### src/rtl/core/wts_pkg.sv
// shared types and constants of the weighted table sampler
package wts_pkg;

  localparam int OP_W      = 3;
  localparam int ROW_W     = 4;
  localparam int COL_W     = 4;
  localparam int FIELD_W   = 16;
  localparam int CHOICE_W  = 4;
  localparam int COUNT_W   = 5;
  localparam int CFG_IDX_W = 2;
  localparam int EXT_W     = 16;

  localparam logic [COUNT_W-1:0] COUNT_RESET = 5'd16;

  typedef enum logic [OP_W-1:0] {
    OP_WR_NOTE     = 3'd0,
    OP_WR_RHYTHM   = 3'd1,
    OP_SET_ROW     = 3'd2,
    OP_DRAW_NOTE   = 3'd3,
    OP_DRAW_RHYTHM = 3'd4
  } op_t;

  typedef enum logic [CFG_IDX_W-1:0] {
    REG_STATE_COUNT  = 2'd0,
    REG_NOTE_COUNT   = 2'd1,
    REG_RHYTHM_COUNT = 2'd2
  } reg_idx_t;

  typedef enum logic [1:0] {
    ST_IDLE = 2'd0,
    ST_WALK = 2'd1,
    ST_HOLD = 2'd2
  } draw_state_t;

  typedef struct packed {
    logic               start;
    logic               rhythm;
    logic [COUNT_W-1:0] cols;
    logic [FIELD_W-1:0] rnd;
  } draw_cmd_t;

  typedef struct packed {
    logic               en;
    logic [COUNT_W-1:0] col;
  } rd_req_t;

  typedef struct packed {
    logic                valid;
    logic [CHOICE_W-1:0] choice;
    logic                from_rhythm;
    logic                fallback;
  } draw_res_t;

endpackage

### src/rtl/core/wts_draw_engine.sv
// draw sequencer: walks one table row and accumulates the running sum
module wts_draw_engine #(
  parameter int WEIGHT_BITS = 16
) (
  input  logic                   clk,
  input  logic                   rst,
  input  wts_pkg::draw_cmd_t     cmd,
  input  logic                   out_free,
  input  logic [WEIGHT_BITS-1:0] rd_data,
  output wts_pkg::rd_req_t       rd,
  output wts_pkg::draw_res_t     res,
  output logic                   busy
);

  localparam int SUM_W = (WEIGHT_BITS + wts_pkg::COUNT_W > wts_pkg::FIELD_W)
                         ? WEIGHT_BITS + wts_pkg::COUNT_W : wts_pkg::FIELD_W + 1;

  wts_pkg::draw_state_t state, state_next;

  logic [wts_pkg::COUNT_W-1:0] iss;
  logic [wts_pkg::COUNT_W-1:0] chk;
  logic [wts_pkg::COUNT_W-1:0] cols;
  logic [wts_pkg::COUNT_W-1:0] res_idx;
  logic                        pending;
  logic [SUM_W-1:0]            sum;
  logic [wts_pkg::FIELD_W-1:0] rnd;
  logic                        rhythm;
  logic                        res_fallback;

  logic [SUM_W-1:0] sum_new;
  logic             issue;
  logic             hit;
  logic             exhausted;

  assign issue     = (state == wts_pkg::ST_WALK) && (iss < cols);
  assign sum_new   = sum + SUM_W'(rd_data);
  assign hit       = (state == wts_pkg::ST_WALK) && pending && (SUM_W'(rnd) < sum_new);
  assign exhausted = (state == wts_pkg::ST_WALK) && !pending && (iss == cols);

  always_comb begin
    state_next = state;
    case (state)
      wts_pkg::ST_IDLE: begin
        if (cmd.start) begin
          state_next = wts_pkg::ST_WALK;
        end
      end
      wts_pkg::ST_WALK: begin
        if (hit || exhausted) begin
          state_next = wts_pkg::ST_HOLD;
        end
      end
      wts_pkg::ST_HOLD: begin
        if (out_free) begin
          state_next = wts_pkg::ST_IDLE;
        end
      end
      default: begin
        state_next = wts_pkg::ST_IDLE;
      end
    endcase
  end

  always_comb begin
    rd.en           = issue;
    rd.col          = iss;
    res.valid       = (state == wts_pkg::ST_HOLD) && out_free;
    res.choice      = res_idx[wts_pkg::CHOICE_W-1:0];
    res.from_rhythm = rhythm;
    res.fallback    = res_fallback;
    busy            = (state != wts_pkg::ST_IDLE);
  end

  always_ff @(posedge clk) begin
    if (rst) begin
      state <= wts_pkg::ST_IDLE;
    end else begin
      state <= state_next;
    end
  end

  always_ff @(posedge clk) begin
    if (state == wts_pkg::ST_IDLE && cmd.start) begin
      iss     <= '0;
      chk     <= '0;
      pending <= 1'b0;
      sum     <= '0;
      rnd     <= cmd.rnd;
      cols    <= cmd.cols;
      rhythm  <= cmd.rhythm;
    end else if (state == wts_pkg::ST_WALK) begin
      pending <= issue;
      iss     <= iss + wts_pkg::COUNT_W'(issue);
      if (pending) begin
        sum <= sum_new;
        chk <= chk + 1'b1;
      end
      if (hit) begin
        res_idx      <= chk;
        res_fallback <= 1'b0;
      end else if (exhausted) begin
        res_idx      <= '0;
        res_fallback <= 1'b1;
      end
    end
  end

  a_walk_bound: assert property (@(posedge clk) disable iff (rst)
    (state == wts_pkg::ST_WALK) |-> (iss <= cols))
    else $error("read index ran past the row length");

  a_read_order: assert property (@(posedge clk) disable iff (rst)
    (state == wts_pkg::ST_WALK) |-> (chk + wts_pkg::COUNT_W'(pending) == iss))
    else $error("returned read data out of step with issued reads");

  a_hit_in_row: assert property (@(posedge clk) disable iff (rst)
    (state == wts_pkg::ST_HOLD && !res_fallback) |-> (res_idx < cols))
    else $error("selected index outside the row in use");

  a_hold_stable: assert property (@(posedge clk) disable iff (rst)
    (state == wts_pkg::ST_HOLD && !out_free) |=>
      (state == wts_pkg::ST_HOLD && $stable(res_idx) && $stable(res_fallback)))
    else $error("pending result changed while waiting for the output");

endmodule

### config.mk
export PLATFORM = sky130hd
export DESIGN_NAME = wts_draw_engine
export DESIGN_NICKNAME = d
export VERILOG_FILES = /design/src/rtl/core/wts_pkg.sv /design/src/rtl/core/wts_draw_engine.sv
export SDC_FILE = /design/constraint.sdc
export NUM_CORES = 1
export LEC_CHECK = 0
export BUFFER_PORTS_ARGS = -buffer_cell sky130_fd_sc_hd__buf_2
export CORE_MARGIN = 3
export CORE_UTILIZATION = 40
export DETAILED_ROUTE_END_ITERATION = 8
export PLACE_DENSITY = 0.66
export REMOVE_ABC_BUFFERS = 1
export SLEW_MARGIN = 20
export SYNTH_ARGS = -nofsm -noshare
export SYNTH_HDL_FRONTEND = slang
export SYNTH_SLANG_ARGS = --single-unit
### constraint.sdc
create_clock -name clk -period 14.4 [get_ports clk]
set_input_delay 4.32 -clock clk [delete_from_list [all_inputs] [get_ports clk]]
set_output_delay 4.32 -clock clk [all_outputs]
set_load 0.02 [all_outputs]
==> results.yml <==
worst_setup_path:
  cp-start-kind: "input port"
  ff2ff_setup_slack_ps: 9860
  crit_required_ps: 10080
  crit_fanout: 2
  reg2reg_from: "sum[0]$_SDFFE_PP0P_"
  setup.worst_path.class: "in -> out"
  r2r-end: "res_idx[2]$_SDFFCE_PN0P_"
  cp.arrival_ps: 4690
  slowest_delay_ps: 160
  rr_worst_depth: 17
  crit_chain: "buf_2, nand2_1, nor2_1, buf_2"
  path_common_cell: "buf_2"
  slowest_stage: "buf_2"
  end_kind: "output pin"
die:
  fp.dieW_microns: 101.3
  die_area_sq_um: 10250
  rows: 34
  die_h_microns: 101.3
  core_area_sq_um: 8763
  boundaryPins: 56
  start_util_pct: 41.42
cts:
  cts_max_path_buffers: 2
  path_clk_slew_ps: 70
  cts_hold_buffers: 0
  ctsResizeCount: 0
  cts_sinks: 60
  cts_tree: "built"
  htree_levels: 3
  cts_buffers: 9
  insertion_delay_ps: 340
  cts_root_buffer: "clkbuf_8"
  cts_setup_buffers: 0
detailed_routing:
  antenna_left: 0
  routedWlPerCell_microns: 14.00
  wl_microns: 7643
  drc_errors: 0
  viasPerCell: 5.295
  drt_first_iter_violations: 91
  firstDrtPassIters: 4
  num_vias: 2891
layout:
  multi_input_area_sq_um: 2009
  diodes: 0
  final_common_cell: "buf_2"
  final_nets: 515
  layoutNonFillerInstCount: 546
  regArea_sq_um: 1471
  nFillCells: 847
  area_growth_pct: 15.96
  drive_gt1_share_pct: 19.18
  layout_common_cells: "buf_2, nor2_1, ha_1, nand2_1, dfxtp_1"
timing:
  relSlewSlack_pct: 34.08
  fmax_mhz: 111.0
  finClkSkew_ps: 6.040
  rsz0062_at_grt: "false"
  post-route-period-util_pct: 62.58
  slew_violations: 0
  max_slew.worst_pin.slew_ps: 986.5
  hold_viol_final: 0
  fin_crit_ps: 9011
  setup_viol: 0
  finalSetupTns_ps: 0
synthesis:
  synth-edff-count: 27
  ys_warn_count: 0
  ys_seq_area_share_pct: 40.54
  async_reset_ff_share_pct: 0
  syn_avg_cell_area_sq_um: 9.452
  ys.flop_type: "dfxtp_1"
  ys_types: 58
  syn_inst: 384
  synth_seq_cells: 60
  syn_area_sq_um: 3630
global_routing:
  met3_usage_pct: 4.477
  grt_max_degree: 48
  top_usage_layer: "met2"
  grt_antenna_before_repair: 0
  grtUsageMet2_pct: 25.60
  first_global_vias: 2872
  grt_use_met1_pct: 20.71
  grt_overflow: 0
  grt_pass1_wl_microns: 13020
  grt_use_total_pct: 15.95
power_and_ir_drop:
  power.density_nw_per_um2: 186.8
  power.leakage_nw: 1.791
  p_total_uw: 786.1
  irDropWorstVdd_mv: 0.07203
job:
  maxCapViolCount: 0
placed_design:
  gp_congestion: 0.8011
  portBuffers: 55
  dp_hpwl_microns: 5602
  dp_cells: 530
min_path:
  hp-class: "reg -> reg"
  hold_depth: 2
  worstHoldStart: "sum[0]$_SDFFE_PP0P_"
  min_to: "sum[0]$_SDFFE_PP0P_"
status:
  status: "completed"
metrics by stage:
step	utilization (%)	setup slack, ps	hold WS, ps	instance area [sq um]
floorplan	-	5427	440.0	3541
global placement	45.17	5393	447.7	3959
detailed placement	45.17	5387	465.8	3959
CTS	48.03	5386	476.0	4209
global route	48.03	5341	511.1	4209
finish	48.03	5389	477.6	4209
flip-flops by register name, summed over array words and instances (netlist names):
signal,count
res_idx,4
res_fallback,1
state,2
pending,1
cols,5
sum,21
rnd,16
rhythm,1
iss,5
chk,4
power by group:
| part | internal (mW) | switching [mW] | leakage (nW) |
|---|---|---|---|
| registers | 0.222 | 0.0210 | 0.524 |
| logic | 0.140 | 0.211 | 1.14 |
| clock network | 0.124 | 0.0680 | 0.127 |
per-layer routing:
| metal | part of all wire [%] | routed length, microns |
|---|---|---|
| met5 | 0 | 0 |
| met4 | 1.3 | 102 |
| met3 | 4.6 | 349 |
| met2 | 47 | 3606 |
| met1 | 47 | 3586 |
how the worst max path moves through the flow:
| stage | start | to | slack [ps] | depth (start not counted) |
|---|---|---|---|---|
| after detailed placement | out_free | res[6] | 5390 | 4 |
| final | out_free | res[6] | 5390 | 4 |
| after global placement | out_free | res[6] | 5390 | 4 |
| after CTS | out_free | res[6] | 5390 | 4 |
| after floorplan | out_free | res[6] | 5430 | 2 |
| after global routing | out_free | res[6] | 5340 | 4 |
critical path: cells and delay by family:
kind	cells	cell delay, ps
simple gates	2	130
buf+inv	2	240
Yosys cell counts, types with 7 or more instances:
| cell type | number | area share [%] |
|---|---|---|
| a21o_1 | 7 | 1.4 |
| a21oi_1 | 27 | 3.7 |
| clkbuf_1 | 9 | 0.93 |
| dfxtp_1 | 33 | 18 |
| edfxtp_1 | 27 | 22 |
| ha_1 | 39 | 13 |
| inv_1 | 15 | 1.6 |
| nand2_1 | 33 | 3.4 |
| nand4_1 | 11 | 1.9 |
| nor2_1 | 44 | 4.6 |
| o21ai_0 | 21 | 2.9 |
| xnor2_1 | 10 | 2.4 |
| xor2_1 | 15 | 3.6 |
cell families (layout without fill, tap and decap cells):
logic type	Yosys count	count (layout)	share of synthesized area (%)
buf+inv	34	88	4.102
fa+ha+maj	40	40	14.00
simple gates	125	125	16.37
compound gates	99	99	18.68
mux	1	1	0.2758
flops	60	60	40.54
xor+xnor	25	25	6.032
layout make-up:
class	instances	share of cell area (%)
inverters	16	1.427
multi-input cells	290	47.74
repair buffers	56	6.718
clock inverters	4	2.259
well taps	108	3.210
flip-flops and latches	60	34.96
clock buffers	12	3.686
Note: power is estimated with default switching activity, not from simulation.
